`config.mk`:
```
export PLATFORM = sky130hd
export DESIGN_NAME = gbfs_ctrl
export DESIGN_NICKNAME = d
export VERILOG_FILES = /design/src/rtl/gbfs_pkg.sv /design/src/rtl/gbfs_ctrl.sv
export SDC_FILE = /design/constraint.sdc
export NUM_CORES = 1
export LEC_CHECK = 0
export BUFFER_PORTS_ARGS = -buffer_cell sky130_fd_sc_hd__buf_2
export CAP_MARGIN = 20
export CORE_AREA = 5 5 47 49
export CTS_CLUSTER_SIZE = 10
export DETAILED_ROUTE_END_ITERATION = 8
export DIE_AREA = 0 0 52 54
export SYNTH_ARGS = -nofsm -noshare
export SYNTH_HDL_FRONTEND = slang
export SYNTH_SLANG_ARGS = --single-unit
```
`constraint.sdc`:
```
create_clock -name clk -period 4.4 [get_ports clk]
set_input_delay 0.66 -clock clk [delete_from_list [all_inputs] [get_ports clk]]
set_output_delay 0.66 -clock clk [all_outputs]
set_load 0.02 [all_outputs]
```
`src/rtl/gbfs_pkg.sv`:
```
// Shared types and constants for the grid bucket feature select block.
// Used by the RAM-facing datapath, the divider, the controller and the top level.
package gbfs_pkg;

  localparam int COORD_W    = 12;
  localparam int LEVEL_W    = 3;
  localparam int SCORE_W    = 32;
  localparam int DIM_W      = 13;
  localparam int GRID_W     = 7;
  localparam int GIDX_W     = 6;
  localparam int CNT_W      = 13;
  localparam int CFG_IDX_W  = 3;
  localparam int CFG_DATA_W = 32;
  localparam int IN_DATA_W  = 64;
  localparam int OUT_DATA_W = 32;
  localparam int FUNC_W     = 2;

  // divider operands: coordinate times grid dimension over image size
  localparam int DVD_W = COORD_W + GRID_W;
  localparam int DVS_W = DIM_W;

  localparam logic [GRID_W-1:0] GRID_MAX = 7'd64;

  localparam logic [DIM_W-1:0]   RST_WIDTH   = 13'd640;
  localparam logic [DIM_W-1:0]   RST_HEIGHT  = 13'd480;
  localparam logic [GRID_W-1:0]  RST_COLS    = 7'd25;
  localparam logic [GRID_W-1:0]  RST_ROWS    = 7'd25;
  localparam logic [SCORE_W-1:0] RST_THRESH  = 32'd20480;
  localparam logic [CNT_W-1:0]   RST_MAXFEAT = 13'd1000;

  typedef enum logic [FUNC_W-1:0] {
    FUNC_START = 2'd0,
    FUNC_BLOCK = 2'd1,
    FUNC_CAND  = 2'd2,
    FUNC_READ  = 2'd3
  } func_t;

  typedef enum logic [CFG_IDX_W-1:0] {
    CFG_WIDTH   = 3'd0,
    CFG_HEIGHT  = 3'd1,
    CFG_COLS    = 3'd2,
    CFG_ROWS    = 3'd3,
    CFG_THRESH  = 3'd4,
    CFG_MAXFEAT = 3'd5
  } cfg_idx_t;

  typedef enum logic [3:0] {
    ST_CLEAR,
    ST_IDLE,
    ST_COL_GO,
    ST_COL_WAIT,
    ST_ROW_GO,
    ST_ROW_WAIT,
    ST_CELL,
    ST_MEM_RD,
    ST_UPDATE,
    ST_READ,
    ST_SCAN_RD,
    ST_SCAN_CHK,
    ST_EMIT
  } state_t;

  typedef struct packed {
    logic                 blocked;
    logic [SCORE_W-1:0]   score;
    logic [COORD_W-1:0]   x;
    logic [COORD_W-1:0]   y;
    logic [LEVEL_W-1:0]   lvl;
  } cell_t;

  typedef struct packed {
    logic load;
    logic frame_clear;
    logic clr_wr;
    logic div_col;
    logic div_row;
    logic col_latch;
    logic row_latch;
    logic cell_latch;
    logic mem_rd;
    logic mem_upd;
    logic scan_rd;
    logic res_done;
    logic res_found;
    logic push;
  } cmd_t;

  typedef struct packed {
    logic clr_last;
    logic div_done;
    logic k_out;
    logic at_limit;
    logic scan_end;
    logic hit;
    logic out_free;
  } stat_t;

endpackage

```
`src/rtl/gbfs_ctrl.sv`:
```
// Controller state machine: sequences clear sweeps, cell mapping,
// cell updates and scans. Depends on gbfs_pkg for state, command and status types.
module gbfs_ctrl (
  input  logic                         clk,
  input  logic                         rst,
  input  logic                         in_valid,
  input  logic [gbfs_pkg::FUNC_W-1:0]  in_func,
  input  gbfs_pkg::stat_t              stat,
  output logic                         in_ready,
  output gbfs_pkg::cmd_t               cmd
);

  gbfs_pkg::state_t state, state_next;

  always_ff @(posedge clk) begin
    if (rst) begin
      state <= gbfs_pkg::ST_CLEAR;
    end else begin
      state <= state_next;
    end
  end

  always_comb begin
    state_next = state;
    case (state)
      gbfs_pkg::ST_CLEAR: begin
        if (stat.clr_last) state_next = gbfs_pkg::ST_IDLE;
      end
      gbfs_pkg::ST_IDLE: begin
        if (in_valid) begin
          case (gbfs_pkg::func_t'(in_func))
            gbfs_pkg::FUNC_START: state_next = gbfs_pkg::ST_CLEAR;
            gbfs_pkg::FUNC_BLOCK: state_next = gbfs_pkg::ST_COL_GO;
            gbfs_pkg::FUNC_CAND:  state_next = gbfs_pkg::ST_COL_GO;
            gbfs_pkg::FUNC_READ:  state_next = gbfs_pkg::ST_READ;
            default:              state_next = gbfs_pkg::ST_IDLE;
          endcase
        end
      end
      gbfs_pkg::ST_COL_GO:   state_next = gbfs_pkg::ST_COL_WAIT;
      gbfs_pkg::ST_COL_WAIT: begin
        if (stat.div_done) state_next = gbfs_pkg::ST_ROW_GO;
      end
      gbfs_pkg::ST_ROW_GO:   state_next = gbfs_pkg::ST_ROW_WAIT;
      gbfs_pkg::ST_ROW_WAIT: begin
        if (stat.div_done) state_next = gbfs_pkg::ST_CELL;
      end
      gbfs_pkg::ST_CELL:     state_next = gbfs_pkg::ST_MEM_RD;
      gbfs_pkg::ST_MEM_RD: begin
        state_next = stat.k_out ? gbfs_pkg::ST_IDLE : gbfs_pkg::ST_UPDATE;
      end
      gbfs_pkg::ST_UPDATE:   state_next = gbfs_pkg::ST_IDLE;
      gbfs_pkg::ST_READ: begin
        state_next = stat.at_limit ? gbfs_pkg::ST_EMIT : gbfs_pkg::ST_SCAN_RD;
      end
      gbfs_pkg::ST_SCAN_RD: begin
        state_next = stat.scan_end ? gbfs_pkg::ST_EMIT : gbfs_pkg::ST_SCAN_CHK;
      end
      gbfs_pkg::ST_SCAN_CHK: begin
        state_next = stat.hit ? gbfs_pkg::ST_EMIT : gbfs_pkg::ST_SCAN_RD;
      end
      gbfs_pkg::ST_EMIT: begin
        if (stat.out_free) state_next = gbfs_pkg::ST_IDLE;
      end
      default: state_next = gbfs_pkg::ST_IDLE;
    endcase
  end

  always_comb begin
    cmd      = '0;
    in_ready = 1'b0;
    case (state)
      gbfs_pkg::ST_CLEAR: cmd.clr_wr = 1'b1;
      gbfs_pkg::ST_IDLE: begin
        in_ready        = 1'b1;
        cmd.load        = in_valid;
        cmd.frame_clear = in_valid && (in_func == gbfs_pkg::FUNC_START);
      end
      gbfs_pkg::ST_COL_GO:   cmd.div_col    = 1'b1;
      gbfs_pkg::ST_COL_WAIT: cmd.col_latch  = stat.div_done;
      gbfs_pkg::ST_ROW_GO:   cmd.div_row    = 1'b1;
      gbfs_pkg::ST_ROW_WAIT: cmd.row_latch  = stat.div_done;
      gbfs_pkg::ST_CELL:     cmd.cell_latch = 1'b1;
      gbfs_pkg::ST_MEM_RD:   cmd.mem_rd     = !stat.k_out;
      gbfs_pkg::ST_UPDATE:   cmd.mem_upd    = 1'b1;
      gbfs_pkg::ST_READ:     cmd.res_done   = stat.at_limit;
      gbfs_pkg::ST_SCAN_RD: begin
        cmd.res_done = stat.scan_end;
        cmd.scan_rd  = !stat.scan_end;
      end
      gbfs_pkg::ST_SCAN_CHK: cmd.res_found  = stat.hit;
      gbfs_pkg::ST_EMIT:     cmd.push       = stat.out_free;
      default: cmd = '0;
    endcase
  end

endmodule

```
==> impl_results.md <==
- Status: completed
- Total GRT Usage: ~12%
- Ports: 27
- Final Hold Viols: 0
- Post-route ant nets: 0
- Largest family of logic cells by synthesized area: simple AND/OR/NAND/NOR gates
- Resize count post-CTS: 0
- Setup repair after global routing missed its margin: no
- CP Data Required Time: 3740 ps
- Mux cell area share after synthesis: 1.728%
- First-pass GRT wire length: roughly 2700 um
- Worst vdd ir: approximately 0.24 mV
- Vias/cell: approximately 5.1
- Max_cap viols: 0
- Slew of the pin with the lowest slew margin: between 600 and 700 ps
- Post-synth top area share: between 10% and 20%
- Final TNS setup: 0 ps
- CTS max path bufs: 2
- Setup Fix Bufs, Post-CTS: 0
- Critical Path Sink Type: output pin
- Largest net degree at the start of global routing: 24
- Count of pins over their slew limit: 0
- Height of the chip: between 50 and 60 um
- Distinct cells, synth: 38
- Worst-skew pair later-pin latency: between 200 and 250 ps
- Synth Cell Area: approximately 580 um2
- Top cells by area, synth: dfxtp_1, nor3_1, a21oi_1, ha_1, nand2b_1
- Crit. path cell count: 3
- Die width: about 52 um
- Pleak: around 0.31 nW
- Crit-path max cell delay: approximately 750 ps
- Post-synthesis cell count: 83
- Final setup skew: about 0.12 ps
- Final critical-path share of the clock period: a little over half
- Final GP Congestion: about 0.76
- Core area: roughly 1800 um2
- TritonCTS buffer count: 3
- CP Buf/Inv Count: 1
- Endpoints failing setup: 0
- CTS tree: yes
- Initial Utilization: 31.80%
- Post-Place Worst Slack: 2334 ps
- Crit-path cells: nand2_1, nor3_1, buf_2
- Post-route DRC violation count: 0
- Area of the multi-input gates: around 430 um2
- Delay-heaviest family, CP: flip-flops
- Initial DRC Count: 16
- Post-synthesis register bit count: 4
- Setup crit start kind: flip-flop
- CTS root buffer: clkbuf_4
- Initial antenna violation count: 0
- Max FO, Critical Path: 23
- Relative slew slack: 54.27%
- Crit Path Class: reg2out
- Biggest regs: state: 4 flops
- CP max stage cell: dfxtp_1
- Hold-fix buffers, CTS: 0
- EDFF count, synth: 0
- Async SR Flop Fraction: 0%
- Drt pass-1 iters: 4
- Syn nets: 97
- Hold depth: 2
- Congestion Overflow GR: 0
- Layout cells sized above 1: between 30% and 40%
- CTS sink count: 4
- Adder-cell share of the synthesized area: between 4 and 5%
- Clock slew at reported path FFs: 30 ps
- ANT cells: 0
- DPL Wire Length: ~1300 um
- Xor/xnor share of the synthesized area: 0%
- Die Area: 2808 um2
- Cell taking the most area after synthesis: dfxtp_1
- # fillers: 200
- Core Rows: 16
- Sequential-to-total area share from yosys stat: approximately 14%
- WP data arrival: 1660 ps
- PD cells: about 440 nW/um2
- Register area: 80.08 um2
- Hold WC Path Type: in2reg
- Min Tclk post-route: about 2300 ps
- Compound-Gate Fraction of Synth Area: approximately 25%
- Fmax: between 400 and 500 MHz
- Post-synth top cells: nor3_1, a21oi_1, nand2_1, nor2_1
- Ys Warns: 0
- H-tree depth: 1
- Area growth from synthesis to layout: 24.19%
- DR vias: just under 700
- Mean Syn Cell Area: 6.980 um2
- Avg WL per Cell: between 10 and 15 um
- Post-route setup slack: ~2100 ps
- Final net count: about 120
- Max FFs per register: 4
- Vias in the first global route: 629
- Post-synthesis simple-gate area fraction: 44.06%
- Count leader, synth: nor3_1
- Worst r2r path cells: 4
- Routed wire length: 1647 um
- Dominant synthesized flop cell: dfxtp_1
- Input/output buffers: 26
- Final Util: 39.49%
- Biggest register: state
-- final cells by class --
| class | count | share of cell area, % |
|---|---|---|
| Multi-Input combinational cell | 67 | 60.35 |
| Timing Repair Buffer | 26 | 18.09 |
| Sequential cell | 4 | 11.13 |
| Tap cell | 27 | 4.696 |
| Clock buffer | 3 | 3.130 |
| Inverter | 5 | 2.609 |
-- cell usage in the layout (no fill, tap or decap), types with 3 or more instances in the layout --
cell type | synthesis | final
buf_2 | 4 | 26
nand2_1 | 5 | 5
nand2b_1 | 4 | 4
dfxtp_1 | 4 | 4
inv_1 | 4 | 4
nor3_1 | 11 | 11
a21oi_1 | 6 | 6
clkbuf_4 | 0 | 3
nor2_1 | 5 | 5
nand3_1 | 3 | 3
-- final timing paths --
check / startpoint / endpoint / slack, ps
worst max-delay path: state[1]$_SDFFE_PP0P_ / cmd[8] / 2080
worst min-delay path: rst / state[0]$_SDFFE_PP0P_ / 670
worst min register to register: state[3]$_SDFFE_PP0P_ / state[3]$_SDFFE_PP0P_ / 680
worst max register to register: state[0]$_SDFFE_PP0P_ / state[1]$_SDFFE_PP0P_ / 2520
-- kinds of logic after synthesis --
| kind of cell | count (synthesis) |
|---|---|
| compound gates | 21 |
| buf+inv | 12 |
| mux | 1 |
| fa+ha+maj | 2 |
| flops | 4 |
| simple gates | 43 |
-- through the flow --
stage               std cells  hold WS, ps  power, mW  area, um2
global route              132        683.3     0.3422      719.4
CTS                       132        659.5     0.3172      719.4
detailed placement        129        669.4     0.2716      696.9
global placement          129        651.2     0.2663      696.9
floorplan                  83        629.5     0.2337      579.3
finish                    132        669.7     0.3145      719.4
-- per-layer routing --
metal,track usage [%],up-vias,wire length [um]
met3,1.108,0,85
met2,23.01,16,863
met4,5.240,0,0
li1,-,354,-
met1,14.19,309,698
met5,0,-,0
-- worst reg2reg max path, delay by kind of cell (launching register included) --
family / cells / cell delay [ps]
AND/OR/NAND/NOR: 2 / 610
AO/OA/AOI/OAI: 2 / 400
flip-flops: 1 / 730
-- power by group --
part / total [mW] / switching [mW] / internal [mW]
clock: 0.0430 / 0.0127 / 0.0304
combinational: 0.174 / 0.0969 / 0.0776
sequential: 0.0970 / 0.0507 / 0.0463
total: 0.314 / 0.160 / 0.154
No activity file was read; power rests on OpenSTA's default activity.
